--- config.mk ---
export PLATFORM = sky130hd
export DESIGN_NAME = periodic_event_timer_table_top_flat
export DESIGN_NICKNAME = d
export VERILOG_FILES = /design/src/sv/pett_pkg.sv /design/src/sv/pett_in_if.sv /design/src/sv/pett_out_if.sv /design/src/sv/pett_front.sv /design/src/sv/pett_fifo.sv /design/src/sv/pett_exec.sv /design/src/sv/periodic_event_timer_table_top.sv /design/src/flat_wrapper.sv
export SDC_FILE = /design/constraint.sdc
export NUM_CORES = 2
export LEC_CHECK = 0
export CAP_MARGIN = 15
export CORE_MARGIN = 5
export CORE_UTILIZATION = 65
export CTS_BUF_LIST = sky130_fd_sc_hd__clkbuf_4 sky130_fd_sc_hd__clkbuf_8
export CTS_CLUSTER_DIAMETER = 40
export DETAILED_ROUTE_END_ITERATION = 12
export DONT_BUFFER_PORTS = 1
export PLACE_DENSITY = 0.81
export SYNTH_ARGS = -nofsm -noshare
export SYNTH_HDL_FRONTEND = slang
export SYNTH_SLANG_ARGS = --single-unit
--- constraint.sdc ---
create_clock -name clk_i -period 12.5 [get_ports clk_i]
set_input_delay 1.875 -clock clk_i [delete_from_list [all_inputs] [get_ports clk_i]]
set_output_delay 1.875 -clock clk_i [all_outputs]
set_load 0.01 [all_outputs]
--- src/sv/pett_pkg.sv ---
`default_nettype none
// ----------------------------------------------------------------------------
// pett_pkg
// Shared types and constants of the periodic event timer table.
// ----------------------------------------------------------------------------
package pett_pkg;

  localparam int SLOTS_DEF     = 16;
  localparam int TICK_STEP_DEF = 100;
  localparam int MAX_RESULTS   = 16;
  localparam int QUEUE_DEPTH   = 2;

  localparam int OP_W     = 2;
  localparam int PERIOD_W = 24;
  localparam int ID_W     = 16;
  localparam int KIND_W   = 2;

  typedef enum logic [OP_W-1:0] {
    OP_TICK   = 2'd0,
    OP_CREATE = 2'd1,
    OP_REMOVE = 2'd2
  } op_e;

  typedef enum logic [KIND_W-1:0] {
    KIND_CREATED = 2'd0,
    KIND_FIRED   = 2'd1,
    KIND_FULL    = 2'd2
  } kind_e;

  typedef enum logic [2:0] {
    ST_IDLE,
    ST_READ,
    ST_EXEC,
    ST_SHIFT_READ,
    ST_SHIFT_WRITE,
    ST_FLUSH
  } state_e;

  typedef struct packed {
    op_e                 op;
    logic [PERIOD_W-1:0] period;
    logic [ID_W-1:0]     rid;
  } cmd_t;

  typedef struct packed {
    logic [PERIOD_W-1:0] period;
    logic [PERIOD_W-1:0] countdown;
    logic [ID_W-1:0]     ident;
  } entry_t;

endpackage
`default_nettype wire

--- src/sv/pett_in_if.sv ---
`default_nettype none
// ----------------------------------------------------------------------------
// pett_in_if
// Operation channel: tick, create or remove requests.
// ----------------------------------------------------------------------------
interface pett_in_if import pett_pkg::*; ();

  logic                valid;
  logic                ready;
  logic [OP_W-1:0]     operation;
  logic [PERIOD_W-1:0] period_ms;
  logic [ID_W-1:0]     remove_id;

  modport source (output valid, operation, period_ms, remove_id, input ready);
  modport sink   (input valid, operation, period_ms, remove_id, output ready);

endinterface
`default_nettype wire

--- src/sv/pett_out_if.sv ---
`default_nettype none
// ----------------------------------------------------------------------------
// pett_out_if
// Result channel: created, fired and table-full reports.
// ----------------------------------------------------------------------------
interface pett_out_if import pett_pkg::*; ();

  logic              valid;
  logic              ready;
  logic [KIND_W-1:0] kind;
  logic [ID_W-1:0]   event_id;
  logic              last;

  modport source (output valid, kind, event_id, last, input ready);
  modport sink   (input valid, kind, event_id, last, output ready);

endinterface
`default_nettype wire

--- src/sv/pett_front.sv ---
`default_nettype none
// ----------------------------------------------------------------------------
// pett_front
// Accepts operations, drops unused codes and forwards commands to the queue.
// ----------------------------------------------------------------------------
module pett_front import pett_pkg::*; (
  pett_in_if.sink evt_i,
  output logic    push_valid_o,
  input  logic    push_ready_i,
  output cmd_t    push_data_o
);

  logic legal;

  always_comb begin
    case (evt_i.operation)
      OP_TICK, OP_CREATE, OP_REMOVE: legal = 1'b1;
      default:                       legal = 1'b0;
    endcase
  end

  assign evt_i.ready         = push_ready_i;
  assign push_valid_o        = evt_i.valid && legal;
  assign push_data_o.op      = op_e'(evt_i.operation);
  assign push_data_o.period  = evt_i.period_ms;
  assign push_data_o.rid     = evt_i.remove_id;

endmodule
`default_nettype wire

--- src/sv/pett_fifo.sv ---
`default_nettype none
// ----------------------------------------------------------------------------
// pett_fifo
// Short command queue between the front and the execution unit.
// ----------------------------------------------------------------------------
module pett_fifo import pett_pkg::*; (
  input  logic clk_i,
  input  logic rst_ni,
  input  logic push_valid_i,
  output logic push_ready_o,
  input  cmd_t push_data_i,
  output logic pop_valid_o,
  input  logic pop_ready_i,
  output cmd_t pop_data_o
);

  localparam int AW = (QUEUE_DEPTH > 1) ? $clog2(QUEUE_DEPTH) : 1;
  localparam int FW = $clog2(QUEUE_DEPTH + 1);
  localparam logic [FW-1:0] FULL = FW'(QUEUE_DEPTH);

  cmd_t          slot_q [QUEUE_DEPTH];
  logic [AW-1:0] wr_q, wr_d, rd_q, rd_d;
  logic [FW-1:0] fill_q, fill_d;
  logic          push, pop;

  assign push_ready_o = (fill_q != FULL);
  assign pop_valid_o  = (fill_q != '0);
  assign pop_data_o   = slot_q[rd_q];
  assign push         = push_valid_i && push_ready_o;
  assign pop          = pop_valid_o && pop_ready_i;

  function automatic logic [AW-1:0] wrap_inc(input logic [AW-1:0] p);
    wrap_inc = (32'(p) == QUEUE_DEPTH - 1) ? '0 : p + 1'b1;
  endfunction

  always_comb begin
    wr_d   = push ? wrap_inc(wr_q) : wr_q;
    rd_d   = pop ? wrap_inc(rd_q) : rd_q;
    fill_d = fill_q + FW'(push) - FW'(pop);
  end

  always_ff @(posedge clk_i or negedge rst_ni) begin
    if (!rst_ni) begin
      wr_q   <= '0;
      rd_q   <= '0;
      fill_q <= '0;
    end else begin
      wr_q   <= wr_d;
      rd_q   <= rd_d;
      fill_q <= fill_d;
    end
  end

  always_ff @(posedge clk_i) begin
    if (push) begin
      slot_q[wr_q] <= push_data_i;
    end
  end

endmodule
`default_nettype wire

--- src/sv/pett_exec.sv ---
`default_nettype none
// ----------------------------------------------------------------------------
// pett_exec
// Execution unit: walks the timer table in memory and emits results.
// ----------------------------------------------------------------------------
module pett_exec import pett_pkg::*; #(
  parameter  int SLOTS     = SLOTS_DEF,
  parameter  int TICK_STEP = TICK_STEP_DEF,
  localparam int IW        = (SLOTS > 1) ? $clog2(SLOTS) : 1,
  localparam int CW        = $clog2(SLOTS + 1)
) (
  input  logic          clk_i,
  input  logic          rst_ni,
  input  logic          cmd_valid_i,
  output logic          cmd_ready_o,
  input  cmd_t          cmd_i,
  output logic [CW-1:0] count_o,
  pett_out_if.source    res_o
);

  localparam logic [PERIOD_W-1:0] STEP = PERIOD_W'(TICK_STEP);
  localparam logic [CW-1:0]       FULL = CW'(SLOTS);
  localparam int                  RW   = $clog2(MAX_RESULTS + 1);
  localparam logic [RW-1:0]       RMAX = RW'(MAX_RESULTS);

  state_e          state_q, state_d;
  logic [CW-1:0]   cnt_q, cnt_d;
  logic [IW-1:0]   idx_q, idx_d;
  op_e             op_q, op_d;
  logic [ID_W-1:0] rid_q, rid_d;
  logic [ID_W-1:0] nid_q, nid_d;
  logic            hold_v_q, hold_v_d;
  logic [ID_W-1:0] hold_id_q, hold_id_d;
  logic [RW-1:0]   nrep_q, nrep_d;
  logic            ov_q, ov_d;
  kind_e           okind_q, okind_d;
  logic [ID_W-1:0] oid_q, oid_d;
  logic            olast_q, olast_d;

  entry_t          mem [SLOTS];
  entry_t          rdata_q;
  entry_t          wdata;
  logic [IW-1:0]   raddr, waddr, nxt_idx;
  logic            we;

  logic            out_free, take, fires, report, ex_stall, match;
  logic            idx_is_top, shift_end;
  logic [CW-1:0]   last_idx;

  assign out_free   = !ov_q || res_o.ready;
  assign last_idx   = cnt_q - 1'b1;
  assign nxt_idx    = idx_q + 1'b1;
  assign idx_is_top = (CW'(idx_q) == last_idx);
  assign shift_end  = (CW'(nxt_idx) == last_idx);
  assign fires      = (rdata_q.countdown < STEP);
  assign report     = fires && (nrep_q < RMAX);
  assign ex_stall   = report && hold_v_q && !out_free;
  assign match      = (rdata_q.ident == rid_q);

  // next state
  always_comb begin
    state_d = state_q;
    case (state_q)
      ST_IDLE: begin
        if (cmd_valid_i) begin
          case (cmd_i.op)
            OP_TICK, OP_REMOVE: if (cnt_q != '0) state_d = ST_READ;
            default:            state_d = ST_IDLE;
          endcase
        end
      end
      ST_READ: state_d = ST_EXEC;
      ST_EXEC: begin
        if (op_q == OP_TICK) begin
          if (!ex_stall) state_d = (idx_q == '0) ? ST_FLUSH : ST_READ;
        end else if (match) begin
          state_d = idx_is_top ? ST_IDLE : ST_SHIFT_READ;
        end else begin
          state_d = (idx_q == '0) ? ST_IDLE : ST_READ;
        end
      end
      ST_SHIFT_READ:  state_d = ST_SHIFT_WRITE;
      ST_SHIFT_WRITE: state_d = shift_end ? ST_IDLE : ST_SHIFT_READ;
      ST_FLUSH:       if (!hold_v_q || out_free) state_d = ST_IDLE;
      default:        state_d = ST_IDLE;
    endcase
  end

  // datapath and outputs
  always_comb begin
    cnt_d     = cnt_q;
    idx_d     = idx_q;
    op_d      = op_q;
    rid_d     = rid_q;
    nid_d     = nid_q;
    hold_v_d  = hold_v_q;
    hold_id_d = hold_id_q;
    nrep_d    = nrep_q;
    ov_d      = ov_q && !res_o.ready;
    okind_d   = okind_q;
    oid_d     = oid_q;
    olast_d   = olast_q;
    we        = 1'b0;
    waddr     = idx_q;
    wdata     = rdata_q;
    raddr     = idx_q;
    take      = 1'b0;

    case (state_q)
      ST_IDLE: begin
        take = (cmd_i.op == OP_CREATE) ? out_free : 1'b1;
        if (cmd_valid_i && take) begin
          op_d     = cmd_i.op;
          rid_d    = cmd_i.rid;
          idx_d    = IW'(last_idx);
          hold_v_d = 1'b0;
          nrep_d   = '0;
          if (cmd_i.op == OP_CREATE) begin
            ov_d    = 1'b1;
            olast_d = 1'b1;
            if (cnt_q == FULL) begin
              okind_d = KIND_FULL;
              oid_d   = '0;
            end else begin
              we              = 1'b1;
              waddr           = cnt_q[IW-1:0];
              wdata.period    = cmd_i.period;
              wdata.countdown = cmd_i.period;
              wdata.ident     = nid_q;
              okind_d         = KIND_CREATED;
              oid_d           = nid_q;
              nid_d           = nid_q + 1'b1;
              cnt_d           = cnt_q + 1'b1;
            end
          end
        end
      end
      ST_EXEC: begin
        if (op_q == OP_TICK) begin
          if (!ex_stall) begin
            we = 1'b1;
            wdata.countdown = fires ? rdata_q.period : rdata_q.countdown - STEP;
            if (report) begin
              if (hold_v_q) begin
                ov_d    = 1'b1;
                okind_d = KIND_FIRED;
                oid_d   = hold_id_q;
                olast_d = 1'b0;
              end
              hold_v_d  = 1'b1;
              hold_id_d = rdata_q.ident;
              nrep_d    = nrep_q + 1'b1;
            end
            if (idx_q != '0) idx_d = idx_q - 1'b1;
          end
        end else if (match) begin
          if (idx_is_top) cnt_d = cnt_q - 1'b1;
        end else if (idx_q != '0) begin
          idx_d = idx_q - 1'b1;
        end
      end
      ST_SHIFT_READ: raddr = nxt_idx;
      ST_SHIFT_WRITE: begin
        we = 1'b1;
        if (shift_end) cnt_d = cnt_q - 1'b1;
        else           idx_d = nxt_idx;
      end
      ST_FLUSH: begin
        if (hold_v_q && out_free) begin
          ov_d     = 1'b1;
          okind_d  = KIND_FIRED;
          oid_d    = hold_id_q;
          olast_d  = 1'b1;
          hold_v_d = 1'b0;
        end
      end
      default: ;
    endcase
  end

  assign cmd_ready_o    = take;
  assign count_o        = cnt_q;
  assign res_o.valid    = ov_q;
  assign res_o.kind     = okind_q;
  assign res_o.event_id = oid_q;
  assign res_o.last     = olast_q;

  always_ff @(posedge clk_i or negedge rst_ni) begin
    if (!rst_ni) begin
      state_q  <= ST_IDLE;
      cnt_q    <= '0;
      nid_q    <= '0;
      hold_v_q <= 1'b0;
      nrep_q   <= '0;
      ov_q     <= 1'b0;
    end else begin
      state_q  <= state_d;
      cnt_q    <= cnt_d;
      nid_q    <= nid_d;
      hold_v_q <= hold_v_d;
      nrep_q   <= nrep_d;
      ov_q     <= ov_d;
    end
  end

  always_ff @(posedge clk_i) begin
    idx_q     <= idx_d;
    op_q      <= op_d;
    rid_q     <= rid_d;
    hold_id_q <= hold_id_d;
    okind_q   <= okind_d;
    oid_q     <= oid_d;
    olast_q   <= olast_d;
  end

  // entry table
  always_ff @(posedge clk_i) begin
    if (we) begin
      mem[waddr] <= wdata;
    end
    rdata_q <= mem[raddr];
  end

endmodule
`default_nettype wire

--- src/sv/periodic_event_timer_table_top.sv ---
`default_nettype none
// ----------------------------------------------------------------------------
// periodic_event_timer_table_top
// Table of periodic event timers with create, remove and tick operations.
//
// channel  dir  handshake          payload
// evt_i    in   valid/ready        operation, period_ms, remove_id
// res_o    out  valid/ready        kind, event_id, last
//
// create is taken once the output register is free.
// tick on an empty table is taken without a walk; otherwise each live entry is
// read and then updated through the single read port of the entry memory, and
// a stalled output holds the walk while a report is pending.
// remove reads each entry searched, then moves later entries down one by one.
// reset empties the table through its fill count, no clearing pass.
// while the back stalls, the front accepts until the two-entry queue is full.
// ----------------------------------------------------------------------------
module periodic_event_timer_table_top import pett_pkg::*; #(
  parameter int SLOTS     = SLOTS_DEF,
  parameter int TICK_STEP = TICK_STEP_DEF
) (
  input  logic       clk_i,
  input  logic       rst_ni,
  pett_in_if.sink    evt_i,
  pett_out_if.source res_o
);

  localparam int CW = $clog2(SLOTS + 1);

  logic          push_valid, push_ready, pop_valid, pop_ready;
  cmd_t          push_data, pop_data;
  logic [CW-1:0] count;

  pett_front u_front (
    .evt_i        (evt_i),
    .push_valid_o (push_valid),
    .push_ready_i (push_ready),
    .push_data_o  (push_data)
  );

  pett_fifo u_fifo (
    .clk_i        (clk_i),
    .rst_ni       (rst_ni),
    .push_valid_i (push_valid),
    .push_ready_o (push_ready),
    .push_data_i  (push_data),
    .pop_valid_o  (pop_valid),
    .pop_ready_i  (pop_ready),
    .pop_data_o   (pop_data)
  );

  pett_exec #(
    .SLOTS     (SLOTS),
    .TICK_STEP (TICK_STEP)
  ) u_exec (
    .clk_i       (clk_i),
    .rst_ni      (rst_ni),
    .cmd_valid_i (pop_valid),
    .cmd_ready_o (pop_ready),
    .cmd_i       (pop_data),
    .count_o     (count),
    .res_o       (res_o)
  );

`ifndef SYNTHESIS
  a_count_bound : assert property (@(posedge clk_i) disable iff (!rst_ni)
    count <= CW'(SLOTS))
    else $error("live count above table size");

  a_create_result : assert property (@(posedge clk_i) disable iff (!rst_ni)
    (pop_valid && pop_ready && pop_data.op == OP_CREATE) |=> res_o.valid)
    else $error("create transfer without result");

  a_create_grows : assert property (@(posedge clk_i) disable iff (!rst_ni)
    (pop_valid && pop_ready && pop_data.op == OP_CREATE && count != CW'(SLOTS))
    |=> (count == $past(count) + CW'(1)))
    else $error("create did not add an entry");

  a_last_single : assert property (@(posedge clk_i) disable iff (!rst_ni)
    (res_o.valid && res_o.kind != KIND_FIRED) |-> res_o.last)
    else $error("create report without last");
`endif

endmodule
`default_nettype wire

--- src/flat_wrapper.sv ---
// flat-port wrapper written by rule: the top's interface ports become plain ports
module periodic_event_timer_table_top_flat import pett_pkg::*;
#(
  parameter int SLOTS     = SLOTS_DEF,
  parameter int TICK_STEP = TICK_STEP_DEF
)
  (clk_i, rst_ni, evt_i_valid, evt_i_operation, evt_i_period_ms, evt_i_remove_id, evt_i_ready, res_o_valid, res_o_kind, res_o_event_id, res_o_last, res_o_ready);
  pett_in_if evt_i_i ();
  pett_out_if res_o_i ();
  input  logic clk_i;
  input  logic rst_ni;
  input wire logic [$bits(evt_i_i.valid)-1:0] evt_i_valid;
  input wire logic [$bits(evt_i_i.operation)-1:0] evt_i_operation;
  input wire logic [$bits(evt_i_i.period_ms)-1:0] evt_i_period_ms;
  input wire logic [$bits(evt_i_i.remove_id)-1:0] evt_i_remove_id;
  output wire logic [$bits(evt_i_i.ready)-1:0] evt_i_ready;
  output wire logic [$bits(res_o_i.valid)-1:0] res_o_valid;
  output wire logic [$bits(res_o_i.kind)-1:0] res_o_kind;
  output wire logic [$bits(res_o_i.event_id)-1:0] res_o_event_id;
  output wire logic [$bits(res_o_i.last)-1:0] res_o_last;
  input wire logic [$bits(res_o_i.ready)-1:0] res_o_ready;
  assign evt_i_i.valid = evt_i_valid;
  assign evt_i_i.operation = evt_i_operation;
  assign evt_i_i.period_ms = evt_i_period_ms;
  assign evt_i_i.remove_id = evt_i_remove_id;
  assign evt_i_ready = evt_i_i.ready;
  assign res_o_valid = res_o_i.valid;
  assign res_o_kind = res_o_i.kind;
  assign res_o_event_id = res_o_i.event_id;
  assign res_o_last = res_o_i.last;
  assign res_o_i.ready = res_o_ready;
  periodic_event_timer_table_top #(.SLOTS(SLOTS), .TICK_STEP(TICK_STEP)) u_core (.clk_i(clk_i), .rst_ni(rst_ni), .evt_i(evt_i_i), .res_o(res_o_i));
endmodule
==> implementation parameters <==
Parameter                              Value

Status
  Result of the run ... finished clean

GRT
  Largest net degree at the start of global routing ... 67
  Remaining global-route overflow ... 0
  All-layer global routing usage ... 27.7%
  Initial antenna violation count ... 2
  Number of global-route vias before repair ... approximately 25,000
  Global-route wire length before repair ... roughly 160,000 um

Synth
  Cell taking the most area after synthesis ... sky130_fd_sc_hd__edfxtp_1
  Post-synthesis sequential area ratio ... approximately 76%
  Primary FF master, synth ... sky130_fd_sc_hd__edfxtp_1
  Cells taking the most area after synthesis ... sky130_fd_sc_hd__edfxtp_1 71%, sky130_fd_sc_hd__mux4_2 12%, sky130_fd_sc_hd__dfxtp_1 2.6%, sky130_fd_sc_hd__dfrtp_1 1.9%, sky130_fd_sc_hd__nand2_1 1.8%
  Number of unique standard cell types used by synthesis ... 71
  Async SR Flop Fraction ... under 10%
  Number of synthesized flops with an enable pin ... between 1,000 and 1,500
  Avg Cell Area, Syn ... 18.9 um^2
  Most frequently used cell type in the post-synthesis netlist ... sky130_fd_sc_hd__edfxtp_1
  Number of standard cells after synthesis ... ~2,500
  Count of yosys warnings during synthesis ... 0
  Netlist Area Pre-Place ... around 46,000 um^2
  Leading post-synthesis cells by instance count ... 1,097 x sky130_fd_sc_hd__edfxtp_1, 240 x sky130_fd_sc_hd__mux4_2, 220 x sky130_fd_sc_hd__nand2_1
  #FFs+latches synth ... 1,192
  Number of nets in the synthesized netlist ... 2,507
  Proportion of netlist area held by the largest area contributor ... a little under three quarters

Clock network
  Number of clock sinks ... around 1,200
  Clock slew seen by the registers of the worst setup and hold paths ... approximately 0.06 ns
  Number of setup buffers added after CTS ... 0
  Count of hold buffers inserted by post-cts repair ... 0
  CTS H-Tree Depth ... 4
  Count of instances resized after the clock tree is built ... 0
  Worst-Skew Late Latency ... between 0.8 and 0.9 ns
  Clock Tree Root ... sky130_fd_sc_hd__clkbuf_8
  TritonCTS clock tree ... built
  Buffers from clock root to sink, at most ... 3
  Clock buffers created by TritonCTS ... 178

Routing
  Antenna-violating nets left ... 0
  Residual DRC ... 0
  Total vias in the final route ... roughly 25,000
  DR WL/cell ... ~29 um
  Post-Route WL ... 106,000 um
  First-pass iteration count of the detailed router ... 6
  DR iter-0 viols ... roughly 3,500
  Number of vias per cell ... between 6 and 7

Timing
  Remaining max-slew budget at the tightest pin ... roughly 11%
  Post-route minimum period ... between 6 and 7 ns
  Max Clock Skew ... ~0.045 ns
  Fmax achieved ... 165 MHz
  Final count of hold timing violations ... 0
  Setup repair after global routing missed its margin ... no
  Number of max-slew violations in the final report ... 0
  Setup violations, final ... 0
  Sum of negative setup slack ... 0 ns
  Slew of the pin with the lowest slew margin ... 1.34 ns
  Portion of the clock cycle consumed by the worst path in the final layout ... about half
  Setup slack after layout ... between 6 and 7 ns

Power
  Sw power ... between 4 and 5 mW
  Combinational power share ... between 30% and 40%
  Leakage Power ... 16.9 nW
  Power after layout ... 13.5 mW
  Sw Share ... roughly a third
  Power density cells ... approximately 260 nW/um^2
  Flop pwr share ... 43.6%
  Worst vdd ir ... approximately 0.21 mV
  Share of total power in the clock network ... about a quarter
  Cell-internal power ... between 8 and 9 mW

Floorplanning
  Die X ... about 280 um
  Effective utilization at floorplan ... 65.8%
  Die Ht ... 277 um
  Count of pins on the block boundary ... 67
  Die footprint ... 76,600 um^2
  Cell row count ... 97
  Core footprint ... 70,300 um^2

Worst setup path
  Delay of the slowest cell on the worst path ... approximately 0.9 ns
  Capturing element type of the critical path ... flop
  Worst reg-to-reg path cell count ... 7
  Type of the setup path with the least slack ... in -> reg
  Slack of the worst reg-to-reg path ... just under 7 ns
  Crit path arrival time ... approximately 6.5 ns
  Reg-to-reg critical path startpoint ... u_core.u_exec.res_o.valid
  Required time at the endpoint of the critical path ... around 13 ns
  Kind of launch point of the worst setup path ... primary input
  Slowest stage cell on the critical path ... sky130_fd_sc_hd__nor4_1
  Count of cell instances traversed by the critical path ... 7
  Cell family contributing the most delay on the critical path ... simple AND/OR/NAND/NOR gates
  Crit path cell chain ... nor2b_1 > nand3_1 > nor4_1 > o21ai_0 > a31oi_1 > nor2_4 > buf_4
  Buffering stage count on the worst path with inverters included ... 1
  Max Fanout on Critical Path ... 34
  Reg-to-Reg End ... u_core.u_exec.mem[0][35]

Place
  Setup slack at placement ... around 5.8 ns
  Placed Area ... around 48,000 um^2
  Final estimated routing congestion in global placement ... about 0.94
  Port Buffer Count ... 0
  Detailed placer's ending HPWL ... just under 60,000 um

Job
  # Max-Cap Violations ... 0

Min path
  Class of the tightest hold or removal check ... reg -> reg
  Startpoint of the worst hold path ... u_core.u_exec.rdata_q[3]
  Sink of the worst hold path ... u_core.u_exec.hold_id_q[3]
  Cell count of the worst hold path ... 0

Final layout
  # nets final ... 2,625
  Share of final-layout standard cells stronger than drive strength 1 ... between 20% and 30%
  Final cell area excluding filler cells ... between 50,000 and 60,000 um^2
  Layout Area Growth over Synthesis ... 10.8%
worst max path at each step:
stage	slack, ns	endpoint	from
floorplan	6.31	u_core.u_exec.mem[6][0]	res_o_ready
global placement	5.96	u_core.u_exec.mem[3][58]	res_o_ready
detailed placement	5.81	u_core.u_exec.mem[0][37]	res_o_ready
CTS	6.65	u_core.u_exec.mem[3][35]	res_o_ready
global route	6.36	u_core.u_exec.mem[5][57]	res_o_ready
finish	6.45	u_core.u_exec.mem[0][35]	res_o_ready
area by class of cell:
type	instances	area (um^2)
clock inverters	75	499
flip-flops and latches	1192	35000
fillers	3867	19000
repair buffers	67	508
diodes	1	2.50
inverters	21	78.8
well taps	940	1180
clock buffers	256	3120
multi-input cells	1109	10900
placed cells by master (no fill, tap or decap), types with 60 or more instances in the layout:
| cell type | synthesis | layout |
|---|---|---|
| sky130_fd_sc_hd__edfxtp_1 | 1097 | 1097 |
| sky130_fd_sc_hd__mux4_2 | 240 | 240 |
| sky130_fd_sc_hd__nand2_1 | 220 | 219 |
| sky130_fd_sc_hd__clkbuf_8 | 0 | 192 |
| sky130_fd_sc_hd__nand3_1 | 79 | 79 |
| sky130_fd_sc_hd__nor2_1 | 91 | 73 |
| sky130_fd_sc_hd__a22oi_1 | 67 | 67 |
| sky130_fd_sc_hd__clkbuf_4 | 0 | 64 |
| sky130_fd_sc_hd__buf_4 | 0 | 63 |
| sky130_fd_sc_hd__dfxtp_1 | 60 | 60 |
cell families (layout without fill, tap and decap cells):
| family | count (synthesis) | in the layout | synth area share [%] |
|---|---|---|---|
| flip-flops | 1192 | 1192 | 75.7 |
| other | 0 | 1 | 0 |
| multiplexers | 293 | 293 | 12.9 |
| AND/OR/NAND/NOR | 494 | 494 | 4.86 |
| buffers and inverters | 150 | 419 | 1.34 |
| AO/OA/AOI/OAI | 253 | 253 | 3.82 |
| adder cells (fa/ha/maj) | 10 | 10 | 0.270 |
| XOR/XNOR | 59 | 59 | 1.15 |
power by group through the flow:
stage	Sequential [mW]	Clock, mW	Combinational (mW)
after CTS	5.90	3.20	4.42
after detailed placement	5.98	0	4.39
final	5.91	3.16	4.47
after floorplan	5.80	0	3.19
after global placement	5.95	0	4.21
after global routing	5.94	3.41	4.82
stage by stage:
step | hold slack [ns] | cells | utilization (%)
floorplan | 0.451 | 2451 | -
CTS | 0.492 | 3649 | 72.9
global placement | 0.483 | 3317 | 67.7
global route | 0.503 | 3661 | 73.0
finish | 0.490 | 3661 | 73.0
detailed placement | 0.484 | 3318 | 67.7
state kept, by name (all words and copies together), names as in the netlist:
name / flops
u_core.u_fifo.rd_q: 1
u_core.u_exec.hold_v_q: 1
u_core.u_exec.nid_q: 16
u_core.u_exec.count_o: 5
u_core.u_fifo.slot_q: 80
u_core.u_exec.op_q: 2
u_core.u_fifo.fill_q: 2
u_core.u_exec.state_q: 3
u_core.u_exec.res_o.event_id: 16
u_core.u_exec.hold_id_q: 16
u_core.u_exec.mem: 960
u_core.u_exec.res_o.last: 1
u_core.u_exec.rid_q: 16
u_core.u_exec.rdata_q: 60
u_core.u_exec.nrep_q: 5
u_core.u_exec.res_o.valid: 1
u_core.u_fifo.wr_q: 1
u_core.u_exec.idx_q: 4
u_core.u_exec.res_o.kind: 2
metal layers:
layer | vias up | global-route usage, % | share of wire, %
li1 | 10161 | - | -
met1 | 12431 | 39.4 | 37
met2 | 1670 | 43.2 | 48
met3 | 292 | 5.99 | 11
met4 | 0 | 11.0 | 4.1
met5 | - | 0 | 0
Note: power is estimated with default switching activity, not from simulation.
